`src/hw/rtl/wheel_speed_pi_controller_assert.svh`:
```
// Assertion macros for the wheel speed PI controller.
// Included by the top level; expects clk and arst_n in scope.
`ifndef WHEEL_SPEED_PI_CONTROLLER_ASSERT_SVH
`define WHEEL_SPEED_PI_CONTROLLER_ASSERT_SVH

// Same-cycle implication, disabled while reset is asserted.
`define WSPC_ASSERT_IMP(lbl, ante, cons) \
	lbl: assert property (@(posedge clk) disable iff (!arst_n) (ante) |-> (cons)) \
		else $error("wspc: same-cycle check failed");

// Next-cycle implication, disabled while reset is asserted.
`define WSPC_ASSERT_NEXT(lbl, ante, cons) \
	lbl: assert property (@(posedge clk) disable iff (!arst_n) (ante) |=> (cons)) \
		else $error("wspc: next-cycle check failed");

`endif

```
`src/hw/rtl/wspc_pkg.sv`:
```
// Shared constants, register indexes and control structs of the wheel speed
// PI controller. Used by wspc_window, wspc_loop and the top level.
package wspc_pkg;

	// Default length of the error averaging window.
	localparam int WINDOW_LEN_DEF = 10;

	// Datapath widths.
	localparam int SAMPLE_W = 16;
	localparam int GAIN_W   = 24;
	localparam int STEP_W   = 8;
	localparam int SMOOTH_W = 33;  // Q16.16 filtered error, bounded by 2^31.
	localparam int INTEG_W  = 32;  // Q16.16 integral, clamped well inside.
	localparam int ACC_W    = 34;
	localparam int DRIVE_W  = 32;

	// Low-pass coefficients 0.8 and 0.2 with 16 fraction bits.
	localparam int LP_SHIFT = 16;
	localparam logic signed [16:0] LP_KEEP = 17'sd52429;
	localparam logic signed [14:0] LP_TAKE = 15'sd13107;

	// Integral clamp of 10000.0 in Q16.16, and the drive scaling shift.
	localparam logic signed [ACC_W-1:0] INTEG_LIMIT = 34'sd655360000;
	localparam int DRIVE_SHIFT = 28;

	// Tilt cutoff of 40 degrees in centidegrees.
	localparam logic signed [SAMPLE_W-1:0] TILT_LIMIT = 16'sd4000;

	// Configuration register indexes.
	localparam logic [1:0] REG_SPEED_GAIN    = 2'd0;
	localparam logic [1:0] REG_POSITION_GAIN = 2'd1;
	localparam logic [1:0] REG_SPEED_STEP    = 2'd2;

	// Sequencer strobes for the window unit.
	typedef struct packed {
		logic rd_en;    // read the slot about to be replaced
		logic update;   // replace the sample and update the running sum
		logic divide;   // start the divide by the window length
		logic mean_en;  // register the signed mean
	} wspc_win_ctrl_t;

	// Sequencer strobes and item flags for the control loop.
	typedef struct packed {
		logic keep;       // form smoothed * 0.8
		logic take;       // form mean * 0.2
		logic integrate;  // update smoothed error and integral
		logic multiply;   // form both gain products
		logic finish;     // drive is taken; apply the late integral clear
		logic clr_pre;    // clear integral before clamping
		logic clr_post;   // clear integral after the drive is formed
	} wspc_loop_ctrl_t;

endpackage

```
`src/hw/rtl/wspc_window.sv`:
```
// Moving-average window of the speed error: sample memory, running sum and
// divide by the window length. Depends on wspc_pkg.
module wspc_window #(
	parameter int WINDOW_LEN = wspc_pkg::WINDOW_LEN_DEF
) (
	input  logic                                  clk,
	input  logic                                  arst_n,
	input  wspc_pkg::wspc_win_ctrl_t              ctrl,
	input  logic signed [wspc_pkg::SAMPLE_W-1:0]  sample,
	output logic signed [wspc_pkg::SAMPLE_W-1:0]  mean
);

	localparam int L_W      = $clog2(WINDOW_LEN);
	localparam int SLOT_W   = (WINDOW_LEN > 1) ? $clog2(WINDOW_LEN) : 1;
	localparam int SUM_W    = wspc_pkg::SAMPLE_W + L_W;
	localparam int RECIP_W  = SUM_W + 1;
	localparam int RECIP_SH = SUM_W + L_W;
	localparam int PROD_W   = SUM_W + RECIP_W;
	localparam int QUOT_W   = PROD_W - RECIP_SH;
	localparam longint unsigned RECIP_FULL =
		((64'd1 << RECIP_SH) + WINDOW_LEN - 1) / WINDOW_LEN;
	localparam logic [RECIP_W-1:0] RECIP = RECIP_FULL[RECIP_W-1:0];

	logic signed [wspc_pkg::SAMPLE_W-1:0] mem [WINDOW_LEN];
	logic signed [wspc_pkg::SAMPLE_W-1:0] rd_q;
	logic [WINDOW_LEN-1:0]                valid_q;
	logic [SLOT_W-1:0]                    slot_q;
	logic signed [SUM_W-1:0]              sum_q;
	logic [PROD_W-1:0]                    prod_q;
	logic                                 neg_q;
	logic signed [wspc_pkg::SAMPLE_W-1:0] mean_q;

	logic signed [wspc_pkg::SAMPLE_W-1:0] old_sample;
	logic [SUM_W-1:0]                     mag;
	logic [QUOT_W-1:0]                    quot;
	logic [QUOT_W-1:0]                    quot_signed;

	// Sample memory: one read and one write port, registered read data.
	always_ff @(posedge clk) begin
		if (ctrl.rd_en) begin
			rd_q <= mem[slot_q];
		end
		if (ctrl.update) begin
			mem[slot_q] <= sample;
		end
	end

	// A slot never written since reset holds a zero sample.
	assign old_sample = valid_q[slot_q] ? rd_q : '0;

	// Magnitude of the sum for the truncating divide.
	assign mag = sum_q[SUM_W-1] ? unsigned'(SUM_W'(-sum_q)) : unsigned'(sum_q);

	// Quotient from the reciprocal product, with the sign restored.
	assign quot        = prod_q[PROD_W-1:RECIP_SH];
	assign quot_signed = neg_q ? (~quot + 1'b1) : quot;

	// Valid bits, slot pointer, running sum and the divide stages.
	always_ff @(posedge clk or negedge arst_n) begin
		if (!arst_n) begin
			valid_q <= '0;
			slot_q  <= '0;
			sum_q   <= '0;
			prod_q  <= '0;
			neg_q   <= 1'b0;
			mean_q  <= '0;
		end else begin
			if (ctrl.update) begin
				valid_q[slot_q] <= 1'b1;
				sum_q <= sum_q - SUM_W'(old_sample) + SUM_W'(sample);
				if (slot_q == SLOT_W'(WINDOW_LEN - 1)) begin
					slot_q <= '0;
				end else begin
					slot_q <= slot_q + 1'b1;
				end
			end
			if (ctrl.divide) begin
				prod_q <= PROD_W'(mag) * PROD_W'(RECIP);
				neg_q  <= sum_q[SUM_W-1];
			end
			if (ctrl.mean_en) begin
				mean_q <= signed'(quot_signed[wspc_pkg::SAMPLE_W-1:0]);
			end
		end
	end

	assign mean = mean_q;

endmodule

```
`config.mk`:
```
export PLATFORM = sky130hd
export DESIGN_NAME = wspc_window
export DESIGN_NICKNAME = d
export VERILOG_FILES = /design/src/hw/rtl/wheel_speed_pi_controller_assert.svh /design/src/hw/rtl/wspc_pkg.sv /design/src/hw/rtl/wspc_window.sv
export SDC_FILE = /design/constraint.sdc
export NUM_CORES = 1
export LEC_CHECK = 0
export BUFFER_PORTS_ARGS = -buffer_cell sky130_fd_sc_hd__buf_4
export CORE_UTILIZATION = 50
export CTS_BUF_LIST = sky130_fd_sc_hd__clkbuf_16
export DETAILED_ROUTE_END_ITERATION = 8
export MAX_ROUTING_LAYER = met4
export PLACE_DENSITY = 0.72
export SETUP_SLACK_MARGIN = 0.1
export SYNTH_ARGS = -nofsm -noshare
export SYNTH_HDL_FRONTEND = slang
export SYNTH_SLANG_ARGS = --single-unit
```
`constraint.sdc`:
```
create_clock -name clk -period 7.4 [get_ports clk]
set_input_delay 1.11 -clock clk [delete_from_list [all_inputs] [get_ports clk]]
set_output_delay 1.11 -clock clk [all_outputs]
set_load 0.005 [all_outputs]
```
* Word level (Yosys, flattened, before mapping) *
Memory sizes are Yosys's and may differ from the RTL's. A register that Yosys moved wholly into a read port is not among the register bits.
Index checks and enable logic that the tools add are counted.

word-level totals
  flip-flop bits (word level) = 90
  memories kept = 1
  output and inout port bits = 16
  bits in writable memories = 160
  logic and storage cells = 29
  bits in latches = 0
  bits in read-only memories = 0
  bits of input ports = 22

memory list
  name  depth  bits a word  read ports  clocked after memory_dff  write ports  RTL line           source
  mem   10     16           1           1                         1            wspc_window.sv:24  logic signed [wspc_pkg::SAMPLE_W-1:0] mem [WINDOW_LEN];

operators by class
  divide/modulo/power cells = 0
  $add $sub $neg = 5
  shift operators = 0
  equality and inequality tests = 1
  $lt $le $gt $ge = 2
  multipliers = 1
  bitwise logic cells = 2
  reductions and logical operators = 1
  mux-type cells = 10

operators with widths
  cell                                                                   count
  20-bit by 20-bit multiplier with 39-bit output, second input constant  1
  16-bit 2-to-1 mux                                                      2
  20-bit by 16-bit adder with 20-bit output                              1
  20-bit 2-to-1 mux                                                      1
  20-bit negation                                                        1
  20-bit by 16-bit subtractor with 20-bit output                         1
  16-bit by 1-bit adder with 16-bit output, second input constant        1
  16-bit inverter                                                        1
  10-bit OR                                                              1
  4-bit by 5-bit < comparator with 1-bit output, second input constant   1
  4-bit by 1-bit adder with 4-bit output, second input constant          1
  1-bit binary-select mux with 4-bit select                              1
  1-bit demux with 4-bit select                                          1
  4-bit equality test, second input constant                             1
  4-bit by 1-bit >= comparator with 1-bit output, second input constant  1
  1-bit 2-to-1 mux                                                       4
  4-bit 2-to-1 mux                                                       1
  1-bit logical AND                                                      1

* Depth between registers and ports, before layout *
  word-level depth = 5
  depth in mapped cells = 29
  mapped depth without buffers = 29

* Worst setup path after synthesis *
Ideal clock, no wire load.

  kind = register to register
  start = register sum_q[3]
  end = register prod_q[37]
  buffers on the path = 1
  required time = 7275 ps
  slack = -86 ps
  library setup time = 125 ps
  cell stages (with the launch flop) = 30
  data arrival time = 7361 ps
  clock period less this slack = 7486 ps
  path through = dfrtp_1 clkbuf_1 nor4_1 nand3_1 or3_1 o31ai_1 xnor2_1 ha_1 xor2_1 ha_1 a21o_1 ha_1 inv_1 fa_1 inv_1 fa_1 fa_1 inv_1 fa_1 inv_1 ha_1 a221oi_1 o21ai_0 a221oi_1 nand3b_1 nor2_1 o31ai_1 a221oi_1 xnor2_1 mux2_2

between the ends
  longest elaborated chain between the ends = 3

RTL lines
  element                                           RTL line           source
  start, declared                                   wspc_window.sv:28  logic signed [SUM_W-1:0] sum_q;
  start signal, assigned                            wspc_window.sv:70  sum_q <= sum_q - SUM_W'(old_sample) + SUM_W'(sample);
  20-bit negation                                   wspc_window.sv:52  assign mag = sum_q[SUM_W-1] ? unsigned'(SUM_W'(-sum_q)) : unsigned'(sum_q);
  20-bit 2-to-1 mux *                               wspc_window.sv:52
  20-bit by 20-bit multiplier with 39-bit output *  wspc_window.sv:78  prod_q <= PROD_W'(mag) * PROD_W'(RECIP);
  end signal, assigned                              wspc_window.sv:78
  end, declared                                     wspc_window.sv:29  logic [PROD_W-1:0] prod_q;

Mark *: on every way between the ends. The rest lies on a longest branch, timed or not.
A chain may end at the register's enable or synchronous reset.

* Worst setup path in the final report *
  start = register sum_q[6]
  end = register prod_q[37]

Same word-level chain as after synthesis.

==> summary.txt <==
Die
  • Initial Util: 51.34%
  • Die ar.: 37,650 um^2
  • Core Area: 35,910 um^2
  • DIE WIDTH: 194.0 um
  • Die H: 194.0 um
  • # rows: 69
  • Io pins: 38

Setup path
  • Worst Path Buf+Inv: 5
  • Startpoint types: flip-flop
  • Largest stage delay, worst path: 0.51 ns
  • Cell mode on critical path: fa_1
  • CP Data Required Time: 7.81 ns
  • Setup crit start: sum_q[6]
  • Crit-path leading delay family: adder cells
  • CP max stage cell: fa_1
  • CP arrival: 7.47 ns
  • Crit end category: flip-flop
  • R2R Setup Slk: 0.35 ns
  • RR Startpoint: sum_q[6]
  • WS Path Type: reg2reg
  • Critical path peak fanout: 4

Cells and area
  • Ant diodes: 0
  • Area grow syn2layout: 13.47%
  • Layout cell share with drive strength beyond 1: 16.85%
  • Most frequent cells in the layout: 284 x inv_1, 207 x ha_1, 176 x edfxtp_1
  • Commonest non-fill, non-tap cell in the layout: inv_1
  • Fillcell total: 2,881
  • Design Area, Final: 20,920 um^2
  • Nets: 2,038

CTS
  • # clock sinks: 243
  • Clk slew on worst S/H paths: 0.06 ns
  • Clock Tree Buf Depth: 3
  • Total CTS buffers: 25
  • Clk_lat worst skew: 0.53 ns
  • CTS tree: yes
  • CTS root buf: clkbuf_16
  • H-tree depth: 1

STA
  • Rel. slew slack: 34.48%
  • Final min period: 7.053 ns
  • Hold Violations, Final: 0
  • Fmax: 141.8 MHz
  • RSZ-0062 raised after global routing: yes
  • Slew Viols, Final: 0
  • Sum Neg Setup Slack: 0 ns
  • Finish-stage setup viols: 0
  • Worst Tran Pin Value: 0.9828 ns
  • Crit share post-route: 95.31%
  • Final Skew: 0.01630 ns

Route
  • First-pass iteration count of the detailed router: 5
  • Vias per cell: 5.408
  • DR iter-0 viols: 582
  • Remaining DRCs: 0
  • Total wire length: 39,250 um
  • DR WL/cell: 18.44 um
  • Final ANT Viol Nets: 0
  • Vias: 11,510

Synth
  • Top cell type's share of synthesized area: 28.66%
  • Asr flop ratio synth: 27.57%
  • Mapped Area: 18,440 um^2
  • Synth cell types: 62
  • Register area share after synthesis: 37.76%
  • Synth Instances: 1,540
  • Ys Warns: 0
  • Cell taking the most area after synthesis: edfxtp_1
  • Post-synthesis register bit count: 243
  • Synth Area per Inst: 11.97 um^2
  • Synth area leaders: edfxtp_1 29%, fa_1 16%, ha_1 15%
  • Number of flops mapped to enable cells by yosys: 176
  • Syn nets: 1,928
  • Main flop type after synthesis: edfxtp_1

GRT
  • Vias in the first global route: 11,930
  • Global Route Usage Sum: 21.74%
  • First-pass GRT wire length: 62,600 um
  • GRT overflow: 0
  • Largest net degree at the start of global routing: 68
  • Initial antenna violation count: 0

Flow run
  • Max cap viols: 0

Placed design
  • Post-place instance area: 19,770 um^2
  • Detail Placement HPWL: 30,910 um
  • Port-buffer cells: 37
  • RePlAce Congestion: 0.9570

Outcome
  • Outcome: completed

Min path
  • Hold Crit Class: reg2reg
  • Hold path startpoint: valid_q[4]
-- metrics by stage --
| step | instances | util (%) | hold WS (ns) | worst slack (ns) |
|---|---|---|---|---|
| after detailed placement | 2080 | 55.06 | 0.4501 | -0.2598 |
| after global routing | 2129 | 58.26 | 0.4905 | 0.02802 |
| final | 2129 | 58.26 | 0.4704 | 0.3472 |
| after floorplan | 1540 | - | 0.4337 | 0.1395 |
| after CTS | 2126 | 57.54 | 0.4691 | 0.06973 |
| after global placement | 2080 | 55.06 | 0.4466 | -0.2218 |
-- cell families (layout without fill, tap and decap cells) --
group	after synthesis	in the layout	share of synthesized area (%)
multiplexers	78	78	6.691
AND/OR/NAND/NOR	226	226	6.345
buffers and inverters	325	453	6.759
XOR/XNOR	93	93	4.417
AO/OA/AOI/OAI	209	209	7.132
adder cells (fa/ha/maj)	366	366	30.90
flip-flops	243	243	37.76
-- layout make-up --
type	count	area (um^2)	area share [%]
Sequential cell	243	6967	33.30
Clock inverter	20	211.5	1.011
Timing Repair Buffer	122	919.6	4.395
Tap cell	461	576.8	2.757
Clock buffer	25	625.6	2.990
Inverter	286	1074	5.131
Multi-Input combinational cell	972	10550	50.42
-- layer usage --
layer,global-route usage (%),vias to the layer above,share of wire [%]
met4,4.968,0,1.9
met2,35.49,209,49
li1,-,5498,-
met1,29.49,5755,45
met5,-,-,0
met3,2.157,51,3.8
-- cell usage after synthesis (5+ instances only) --
cell type	count
a211oi_1	24
a21o_1	20
a21oi_1	62
a221oi_1	5
and2_1	18
buf_1	5
buf_2	5
clkbuf_1	27
dfrtp_1	67
edfxtp_1	176
fa_1	149
ha_1	217
inv_1	285
mux2_2	18
mux2i_1	25
mux4_2	34
nand2_1	50
nand2b_1	8
nand3_1	20
nand4_1	8
nor2_1	47
nor2b_1	26
nor3_1	10
o211ai_1	8
o21a_1	6
o21ai_0	49
o31ai_1	10
or2_2	10
or3_1	7
xnor2_1	60
xor2_1	33
-- timing repair --
item	CTS	global route
endpoints found under the hold margin	0	0
setup endpoints to repair	12	15
pin swaps	5	34
buffers inserted	1	3
hold buffers	0	0
gates resized for setup	12	48
-- worst paths after layout --
check | end | depth (start not counted)
worst max-delay path | prod_q[37] | 28
worst min-delay path | valid_q[4] | 1
worst max register to register | prod_q[37] | 28
worst min register to register | valid_q[4] | 1
max in group asynchronous | slot_q[0] | 1
min in group asynchronous | mean[12] | 1
-- flip-flops by register name, summed over array words and instances (netlist names) --
name / flops
rd_q: 16
sum_q: 20
neg_q: 1
mean: 16
slot_q: 4
valid_q: 10
prod_q: 16
mem: 160
Power is left out: the tool's default activity adds up to more than one toggle a clock period on the data nets, which glitch-free logic cannot reach.
